**src/rtl/core/led_status_brightness_animator_core_assert.svh**
```systemverilog
// assertion macros for the led status brightness animator core
// used by the core module, no other dependencies
`ifndef LED_STATUS_BRIGHTNESS_ANIMATOR_CORE_ASSERT_SVH
`define LED_STATUS_BRIGHTNESS_ANIMATOR_CORE_ASSERT_SVH

// same-cycle implication, gated by reset
`define LSBA_ASSERT_NOW(label, clk, rst, ante, cons) \
  label: assert property (@(posedge clk) disable iff (rst) (ante) |-> (cons)) \
    else $error("lsba assertion failed");

// next-cycle implication, gated by reset
`define LSBA_ASSERT_NEXT(label, clk, rst, ante, cons) \
  label: assert property (@(posedge clk) disable iff (rst) (ante) |=> (cons)) \
    else $error("lsba assertion failed");

`endif

```
**src/rtl/core/lsba_pkg.sv**
```systemverilog
// types and constants for the led status brightness animator
// no dependencies
`timescale 1ns / 1ps

package lsba_pkg;

  localparam int unsigned CHANNELS = 4;

  localparam logic [7:0]  STARTUP_RAMP      = 8'd200;
  localparam logic [8:0]  STARTUP_STAGGER   = 9'd100;
  localparam logic [10:0] STARTUP_LAST_RAMP = 11'd5;
  localparam logic [7:0]  BOOT_RAMP         = 8'd142;
  localparam logic [31:0] MOVE_WINDOW       = 32'd100;
  localparam logic [31:0] SETTLE_TIME       = 32'd1100;
  localparam logic [6:0]  BLINK_PERIOD      = 7'd100;
  localparam logic [6:0]  BLINK_HALF        = 7'd50;
  localparam logic [7:0]  FULL_ON           = 8'd255;
  localparam logic [7:0]  DIMMED            = 8'd127;
  localparam logic [15:0] ANIM_RESET        = 16'd2000;

  // reciprocal constants for division by fixed divisors
  localparam logic [24:0] RECIP_BOOT  = 25'd30246248; // floor(2^32 / 142)
  localparam logic [14:0] RECIP_25    = 15'd5243;     // 2^17 / 25, rounded up
  localparam logic [14:0] RECIP_71    = 15'd29538;    // 2^21 / 71, rounded up
  localparam logic [21:0] RECIP_BLINK = 22'd2684355;  // 2^28 / 100, rounded up
  localparam logic [5:0]  HI_WEIGHT   = 6'd36;        // 2^16 mod 100

  // register select, byte address bit 2
  localparam logic REG_STARTUP = 1'b0;
  localparam logic REG_ANIM    = 1'b1;

  typedef enum logic [2:0] {
    MODE_OFF,
    MODE_STARTUP,
    MODE_BOOT,
    MODE_BLINK,
    MODE_FULL
  } lsba_mode_t;

  typedef struct packed {
    logic [1:0]  channel;
    logic [31:0] now_ms;
    logic        waiting_for_startup;
    logic        connected;
    logic [31:0] detection_time_ms;
    logic [31:0] last_move_time_ms;
  } lsba_req_t;

  typedef struct packed {
    logic [1:0] out_channel;
    logic [7:0] brightness;
  } lsba_res_t;

  typedef struct packed {
    logic [1:0]  channel;
    lsba_mode_t  mode;
    logic [15:0] t;
    logic [2:0]  sk;
    logic [31:0] d;
    logic [24:0] bq0;
    logic [21:0] nx;
  } lsba_s2_t;

  typedef struct packed {
    logic [1:0]  channel;
    lsba_mode_t  mode;
    logic [7:0]  tri_val;
    logic [21:0] nx;
    logic [14:0] bk;
  } lsba_s3_t;

endpackage

```
**src/rtl/core/lsba_if.sv**
```systemverilog
// request and result channels of the led status brightness animator
// depends on lsba_pkg
`timescale 1ns / 1ps

interface lsba_req_if;
  import lsba_pkg::*;
  logic      valid;
  logic      ready;
  lsba_req_t data;
  modport source (output valid, output data, input ready);
  modport sink (input valid, input data, output ready);
endinterface

interface lsba_res_if;
  import lsba_pkg::*;
  logic      valid;
  logic      ready;
  lsba_res_t data;
  modport source (output valid, output data, input ready);
  modport sink (input valid, input data, output ready);
endinterface

```
**src/rtl/core/led_status_brightness_animator_core.sv**
```systemverilog
// led status brightness animator, four-register pipeline with apb config
// depends on lsba_pkg, lsba_if and led_status_brightness_animator_core_assert.svh
`timescale 1ns / 1ps

// Each request item gives one channel's LED brightness. The core takes one item per clock
// when no stage stalls and returns its result through four register levels (input,
// quotient, triangle, result) that stall together only where a stage is full and the one
// after it cannot move. Two registers sit on the APB port: startup_time_ms at byte address
// 0 and animation_time_ms at byte address 4 (reset 0 and 2000).
module led_status_brightness_animator_core (
  input  logic        clk,
  input  logic        rst,
  lsba_req_if.sink    req,
  lsba_res_if.source  res,
  input  logic        psel,
  input  logic        penable,
  input  logic        pwrite,
  input  logic [2:0]  paddr,
  input  logic [31:0] pwdata,
  output logic [31:0] prdata,
  output logic        pready
);
  import lsba_pkg::*;

  `include "led_status_brightness_animator_core_assert.svh"

  logic [31:0] startup_time_ms;
  logic [15:0] animation_time_ms;

  logic      v1, v2, v3, v4;
  logic      adv1, adv2, adv3, adv4;
  lsba_req_t s1;
  lsba_s2_t  s2, s2_next;
  lsba_s3_t  s3, s3_next;
  lsba_res_t s4, s4_next;

  // stage a signals
  logic        ch_ok;
  logic [31:0] e;
  logic        in_window;
  logic [8:0]  delay;
  logic        early;
  logic [15:0] t16;
  logic [27:0] sk_prod;
  logic [10:0] sk;
  logic [31:0] d;
  logic [56:0] bq_prod;
  logic        settled;
  logic        recent;
  logic [21:0] nx;

  // stage b signals
  logic [15:0] sr;
  logic [7:0]  tri_s;
  logic [31:0] br0;
  logic        wrap;
  logic [8:0]  br9;
  logic [7:0]  br;
  logic        par;
  logic [7:0]  tri_b;
  logic [43:0] bk_prod;

  // stage c signals
  logic [15:0] y;
  logic [14:0] mx;
  logic [14:0] mc;
  logic [29:0] sc_prod;
  logic [7:0]  scaled;
  logic [21:0] blink_r;
  logic [7:0]  blink_b;

  // configuration port
  assign pready = 1'b1;

  always_ff @(posedge clk) begin
    if (rst) begin
      startup_time_ms   <= '0;
      animation_time_ms <= ANIM_RESET;
    end else if (psel && penable && pwrite) begin
      unique case (paddr[2])
        REG_STARTUP: startup_time_ms <= pwdata;
        REG_ANIM:    animation_time_ms <= pwdata[15:0];
        default:     startup_time_ms <= startup_time_ms;
      endcase
    end
  end

  always_comb begin
    unique case (paddr[2])
      REG_STARTUP: prdata = startup_time_ms;
      REG_ANIM:    prdata = {16'd0, animation_time_ms};
      default:     prdata = '0;
    endcase
  end

  // handshake
  assign adv4      = !v4 || res.ready;
  assign adv3      = !v3 || adv4;
  assign adv2      = !v2 || adv3;
  assign adv1      = !v1 || adv2;
  assign req.ready = adv1;
  assign res.valid = v4;
  assign res.data  = s4;

  // stage a: window, quotient estimates, blink fold
  always_comb begin
    ch_ok     = 32'(s1.channel) < CHANNELS;
    e         = s1.now_ms - startup_time_ms;
    in_window = e < {16'd0, animation_time_ms};
    delay     = 9'(s1.channel) * STARTUP_STAGGER;
    early     = e < {23'd0, delay};
    t16       = e[15:0] - {7'd0, delay};
    sk_prod   = 28'(t16[15:3]) * 28'(RECIP_25);
    sk        = sk_prod[27:17];
    d         = s1.now_ms - s1.detection_time_ms;
    bq_prod   = 57'(d) * 57'(RECIP_BOOT);
    settled   = d > SETTLE_TIME;
    recent    = (s1.now_ms - s1.last_move_time_ms) < MOVE_WINDOW;
    nx        = 22'(s1.now_ms[31:16]) * 22'(HI_WEIGHT) + 22'(s1.now_ms[15:0]);

    s2_next.channel = s1.channel;
    s2_next.t       = t16;
    s2_next.sk      = sk[2:0];
    s2_next.d       = d;
    s2_next.bq0     = bq_prod[56:32];
    s2_next.nx      = nx;
    priority if (!ch_ok) begin
      s2_next.mode = MODE_OFF;
    end else if (in_window) begin
      s2_next.mode = (early || sk > STARTUP_LAST_RAMP) ? MODE_OFF : MODE_STARTUP;
    end else if (s1.waiting_for_startup) begin
      s2_next.mode = MODE_BOOT;
    end else if (s1.connected) begin
      s2_next.mode = (recent && settled) ? MODE_BLINK : MODE_FULL;
    end else begin
      s2_next.mode = MODE_OFF;
    end
  end

  // stage b: remainders and triangle values
  always_comb begin
    sr      = s2.t - 16'(s2.sk) * 16'(STARTUP_RAMP);
    tri_s   = s2.sk[0] ? STARTUP_RAMP - sr[7:0] : sr[7:0];
    br0     = s2.d - 32'(s2.bq0) * 32'(BOOT_RAMP);
    wrap    = br0[8:0] >= 9'(BOOT_RAMP);
    br9     = wrap ? br0[8:0] - 9'(BOOT_RAMP) : br0[8:0];
    br      = br9[7:0];
    par     = s2.bq0[0] ^ wrap;
    tri_b   = par ? BOOT_RAMP - br : br;
    bk_prod = 44'(s2.nx) * 44'(RECIP_BLINK);

    s3_next.channel = s2.channel;
    s3_next.mode    = s2.mode;
    s3_next.nx      = s2.nx;
    s3_next.bk      = bk_prod[42:28];
    unique case (s2.mode)
      MODE_STARTUP: s3_next.tri_val = tri_s;
      MODE_BOOT:    s3_next.tri_val = tri_b;
      default:      s3_next.tri_val = '0;
    endcase
  end

  // stage c: scaling and blink phase
  always_comb begin
    y       = {s3.tri_val, 8'd0} - {8'd0, s3.tri_val};
    mx      = (s3.mode == MODE_STARTUP) ? 15'(y[15:3]) : y[15:1];
    mc      = (s3.mode == MODE_STARTUP) ? RECIP_25 : RECIP_71;
    sc_prod = 30'(mx) * 30'(mc);
    scaled  = (s3.mode == MODE_STARTUP) ? sc_prod[24:17] : sc_prod[28:21];
    blink_r = s3.nx - 22'(s3.bk) * 22'(BLINK_PERIOD);
    blink_b = (blink_r[6:0] < BLINK_HALF) ? FULL_ON : DIMMED;

    s4_next.out_channel = s3.channel;
    unique case (s3.mode)
      MODE_STARTUP: s4_next.brightness = scaled;
      MODE_BOOT:    s4_next.brightness = scaled;
      MODE_BLINK:   s4_next.brightness = blink_b;
      MODE_FULL:    s4_next.brightness = FULL_ON;
      default:      s4_next.brightness = '0;
    endcase
  end

  // pipeline registers
  always_ff @(posedge clk) begin
    if (rst) begin
      v1 <= 1'b0;
      v2 <= 1'b0;
      v3 <= 1'b0;
      v4 <= 1'b0;
    end else begin
      if (adv1) v1 <= req.valid;
      if (adv2) v2 <= v1;
      if (adv3) v3 <= v2;
      if (adv4) v4 <= v3;
    end
  end

  always_ff @(posedge clk) begin
    if (adv1) s1 <= req.data;
    if (adv2) s2 <= s2_next;
    if (adv3) s3 <= s3_next;
    if (adv4) s4 <= s4_next;
  end

  `LSBA_ASSERT_NOW(a_boot_rem, clk, rst, v2 && s2.mode == MODE_BOOT, br9 < 9'(BOOT_RAMP))
  `LSBA_ASSERT_NOW(a_startup_tri, clk, rst, v2 && s2.mode == MODE_STARTUP, tri_s <= STARTUP_RAMP)
  `LSBA_ASSERT_NOW(a_blink_rem, clk, rst, v3 && s3.mode == MODE_BLINK, blink_r < 22'(BLINK_PERIOD))
  `LSBA_ASSERT_NEXT(a_off_dark, clk, rst, v3 && adv4 && s3.mode == MODE_OFF, s4.brightness == 8'd0)

endmodule
```
**src/flat_wrapper.sv**
```systemverilog
// flat-port wrapper written by rule: the top's interface ports become plain ports
module led_status_brightness_animator_core_flat import lsba_pkg::*;
  (clk, rst, psel, penable, pwrite, paddr, pwdata, prdata, pready, req_valid, req_data, req_ready, res_valid, res_data, res_ready);
  lsba_req_if req_i ();
  lsba_res_if res_i ();
  input  logic clk;
  input  logic rst;
  input  logic psel;
  input  logic penable;
  input  logic pwrite;
  input  logic [2:0] paddr;
  input  logic [31:0] pwdata;
  output logic [31:0] prdata;
  output logic pready;
  input wire logic [$bits(req_i.valid)-1:0] req_valid;
  input wire logic [$bits(req_i.data)-1:0] req_data;
  output wire logic [$bits(req_i.ready)-1:0] req_ready;
  output wire logic [$bits(res_i.valid)-1:0] res_valid;
  output wire logic [$bits(res_i.data)-1:0] res_data;
  input wire logic [$bits(res_i.ready)-1:0] res_ready;
  assign req_i.valid = req_valid;
  assign req_i.data = req_data;
  assign req_ready = req_i.ready;
  assign res_valid = res_i.valid;
  assign res_data = res_i.data;
  assign res_i.ready = res_ready;
  led_status_brightness_animator_core u_core (.clk(clk), .rst(rst), .req(req_i), .res(res_i), .psel(psel), .penable(penable), .pwrite(pwrite), .paddr(paddr), .pwdata(pwdata), .prdata(prdata), .pready(pready));
endmodule
```
**config.mk**
```make
export PLATFORM = sky130hd
export DESIGN_NAME = led_status_brightness_animator_core_flat
export DESIGN_NICKNAME = d
export VERILOG_FILES = /design/src/rtl/core/lsba_pkg.sv /design/src/rtl/core/lsba_if.sv /design/src/rtl/core/led_status_brightness_animator_core.sv /design/src/flat_wrapper.sv
export VERILOG_INCLUDE_DIRS = /design/src /design/src/rtl/core
export SDC_FILE = /design/constraint.sdc
export NUM_CORES = 2
export LEC_CHECK = 0
export BUFFER_PORTS_ARGS = -buffer_cell sky130_fd_sc_hd__buf_4
export CAP_MARGIN = 20
export CORE_MARGIN = 1.5
export CORE_UTILIZATION = 40
export CTS_CLUSTER_DIAMETER = 80
export DETAILED_ROUTE_END_ITERATION = 8
export SLEW_MARGIN = 20
export SYNTH_ARGS = -nofsm -noshare
export SYNTH_HDL_FRONTEND = slang
export SYNTH_SLANG_ARGS = --single-unit
export TNS_END_PERCENT = 30
```
**constraint.sdc**
```tcl
create_clock -name clk -period 8.1 [get_ports clk]
set_input_delay 1.62 -clock clk [delete_from_list [all_inputs] [get_ports clk]]
set_output_delay 1.62 -clock clk [all_outputs]
set_load 0.02 [all_outputs]
```
==> qor.txt <==
total global-route track usage -> 20.6%
type of element capturing the critical path -> register
detail-routed net length per standard cell -> 17.2 µm
clock input transition at the sequential cells of the worst setup and hold paths -> 0.06 ns
via count of the routed design -> 28800
Initial DRT Pass Iterations -> 5
commonest cells after routing, fill and taps aside -> 1059 x inv_1, 758 x ha_1, 564 x buf_4
antenna violations before repair -> 9
actual slew at the worst max-slew pin -> 1.07 ns
Worst Path Max Fanout -> 6
Slowest-stage cell, CP -> fa_1
FF-to-FF End -> u_core.s2[29]
RSZ-0062 raised after global routing -> yes
Yosys reg bits -> 241
number of cells on the worst hold path -> 0
Final Routed Wirelength -> 103000 µm
TritonCTS buffer count -> 31
data required time at the worst endpoint -> 8.46 ns
endpoint of the worst hold path -> u_core.s3[49]
average via count per standard cell -> 4.80
clock root cell -> clkbuf_16
Vert. Die Dim -> 321 µm
placed instance area -> 0.0461 mm²
skew final -> 0.0173 ns
violated checks -> setup timing
number of buffers added on ports -> 183
startpoint class of the critical path -> register
max-cap violation count -> 0
CP top delay family -> adder cells
WP buf/inv -> 7
Worst slew margin -> 28.5%
path type of the worst setup path -> reg2reg
via count of the first global-routing pass -> 30700
post-detailed-route count of antenna-violating nets -> 0
r2r startpoint -> u_core.s1[66]
Final Cell Area -> 0.0484 mm²
max frequency -> 120 MHz
result of the run -> complete, but fails checks
wire length of the first global-routing pass -> 166000 µm
gate count of the mapped netlist -> 4077
CTS sink cnt -> 241
share of synthesized area occupied by flip-flops and latches -> 16.6%
number of unique standard cell types used by synthesis -> 85
final setup margin -> -0.265 ns
half-perimeter wire length after placement -> 88900 µm
overall die area -> 0.103 mm²
minimum setup slack after placement -> -0.723 ns
Core Footprint -> 0.100 mm²
First DRT Iteration DRCs -> 1412
synth-to-layout area growth -> 20.0%
number of enable flip-flop cells after synthesis -> 189
pin count of the biggest net entering global routing -> 56
Die W -> 321 µm
Placer Congestion -> 0.897
Post-CTS Hold Fix Bufs -> 0
ys flop type -> edfxtp_1
Clock Latency Late Sink -> 0.63 ns
fraction of registers with async set/reset -> 0%
number of cells on the critical path -> 38
proportion of layout cells with a drive suffix above 1 -> 17.8%
fin util -> 48.4%
setup violators final -> 7
library cell appearing most often on the critical path -> fa_1
most common library cell in the layout ignoring fill and taps -> inv_1
initial core utilization -> 40.3%
number of slew-limit violations in the final report -> 0
data arrival time of the critical path -> 8.73 ns
R2R Setup Slk -> -0.27 ns
fin crit share -> 103%
r2r worst-path depth -> 38
boundary pin count -> 187
Max stage delay on crit path -> 0.58 ns
total inserted antenna cells -> 0
Worst Min Path Start -> u_core.s2[102]
Final Hold Violating Endpoints -> 0
remaining design rule violation count -> 0
maximum buffer depth of the clock tree -> 3
aggregate global routing overflow -> 0
mapped cell area -> 0.0404 mm²
# rows -> 116
count of yosys warnings during synthesis -> 0
number of nets in the layout -> 6153
CTS tree -> done
Post-Syn Area per Cell -> 9.91 µm²
kind of path behind the tightest hold check -> reg2reg
H-tree depth -> 1
post-layout min period -> 8.37 ns
-- logic make-up (layout without fill, tap and decap cells) --
kind of cell    count (synthesis)  in the layout  synth area share (%)
fa+ha+maj                    1346           1346                  52.0
buf+inv                      1124           1725                  10.5
simple gates                  602            602                  7.03
compound gates                535            535                  8.76
flops                         241            241                  16.6
xor+xnor                      213            213                  4.71
mux                            14             14                 0.359
other cells                     2             14                0.0186
-- routing by layer --
layer / track usage (%) / share of wire, % / vias to the layer above
met4: 5.57 / 2.7 / 4
met3: 2.77 / 4.7 / 100
met2: 34.1 / 46 / 504
met5: 0 / 0.023 / -
met1: 28.3 / 46 / 13900
li1: - / - / 14300
-- through the flow --
stage                     hold slack [ns]  cells  setup TNS, ns
after floorplan                     0.400   4089        -0.0536
after global placement              0.405   5877          -3.88
after detailed placement            0.409   5877          -3.50
after CTS                           0.426   5965          -1.11
after global routing                0.445   5988          -3.64
final                               0.425   5988         -0.970
-- how the worst max path moves through the flow --
| stage | endpoint | slack [ns] | start |
|---|---|---|---|
| finish | u_core.s2[29] | -0.27 | u_core.s1[66] |
| global route | u_core.s2[98] | -0.58 | u_core.s1[66] |
| CTS | u_core.s2[98] | -0.24 | u_core.s1[66] |
| detailed placement | u_core.s2[98] | -0.72 | u_core.s1[66] |
| global placement | u_core.s2[29] | -0.63 | u_core.s1[66] |
| floorplan | u_core.s2[29] | -0.04 | u_core.s1[66] |
-- final cells by class --
cell class	count	area, µm²
Clock buffer	41	823
Clock inverter	17	140
Fill cell	9390	51700
Inverter	1089	4090
Multi-Input combinational cell	2724	30600
Sequential cell	241	6720
Tap cell	1298	1620
Timing Repair Buffer	578	4420
-- Yosys cell counts, types with 52 or more instances --
library cell,n,area (µm²)
a21o_1,70,526
a21oi_1,153,766
dfxtp_1,52,1040
edfxtp_1,189,5680
fa_1,556,11100
ha_1,790,9880
inv_1,1088,4080
nand2_1,218,818
nor2_1,153,574
o21ai_0,101,505
xnor2_1,144,1260
xor2_1,66,578
-- sequential cells by signal, summed over array words and instances (netlist names) --
| register | count |
|---|---|
| u_core.res.valid | 1 |
| u_core.res.data | 10 |
| u_core.animation_time_ms | 16 |
| u_core.s1 | 100 |
| u_core.s3 | 24 |
| u_core.v2 | 1 |
| u_core.s2 | 55 |
| u_core.startup_time_ms | 32 |
| u_core.v1 | 1 |
| u_core.v3 | 1 |
-- timing repair --
item                       4_1_cts  5_1_grt
gates cloned                     0        0
setup buffers                   31       31
gates resized for setup        108       94
setup endpoints to repair       11       17
pin swaps                      113      118
Power is left out: the tool's default activity adds up to more than one toggle a clock period on the data nets, which glitch-free logic cannot reach.
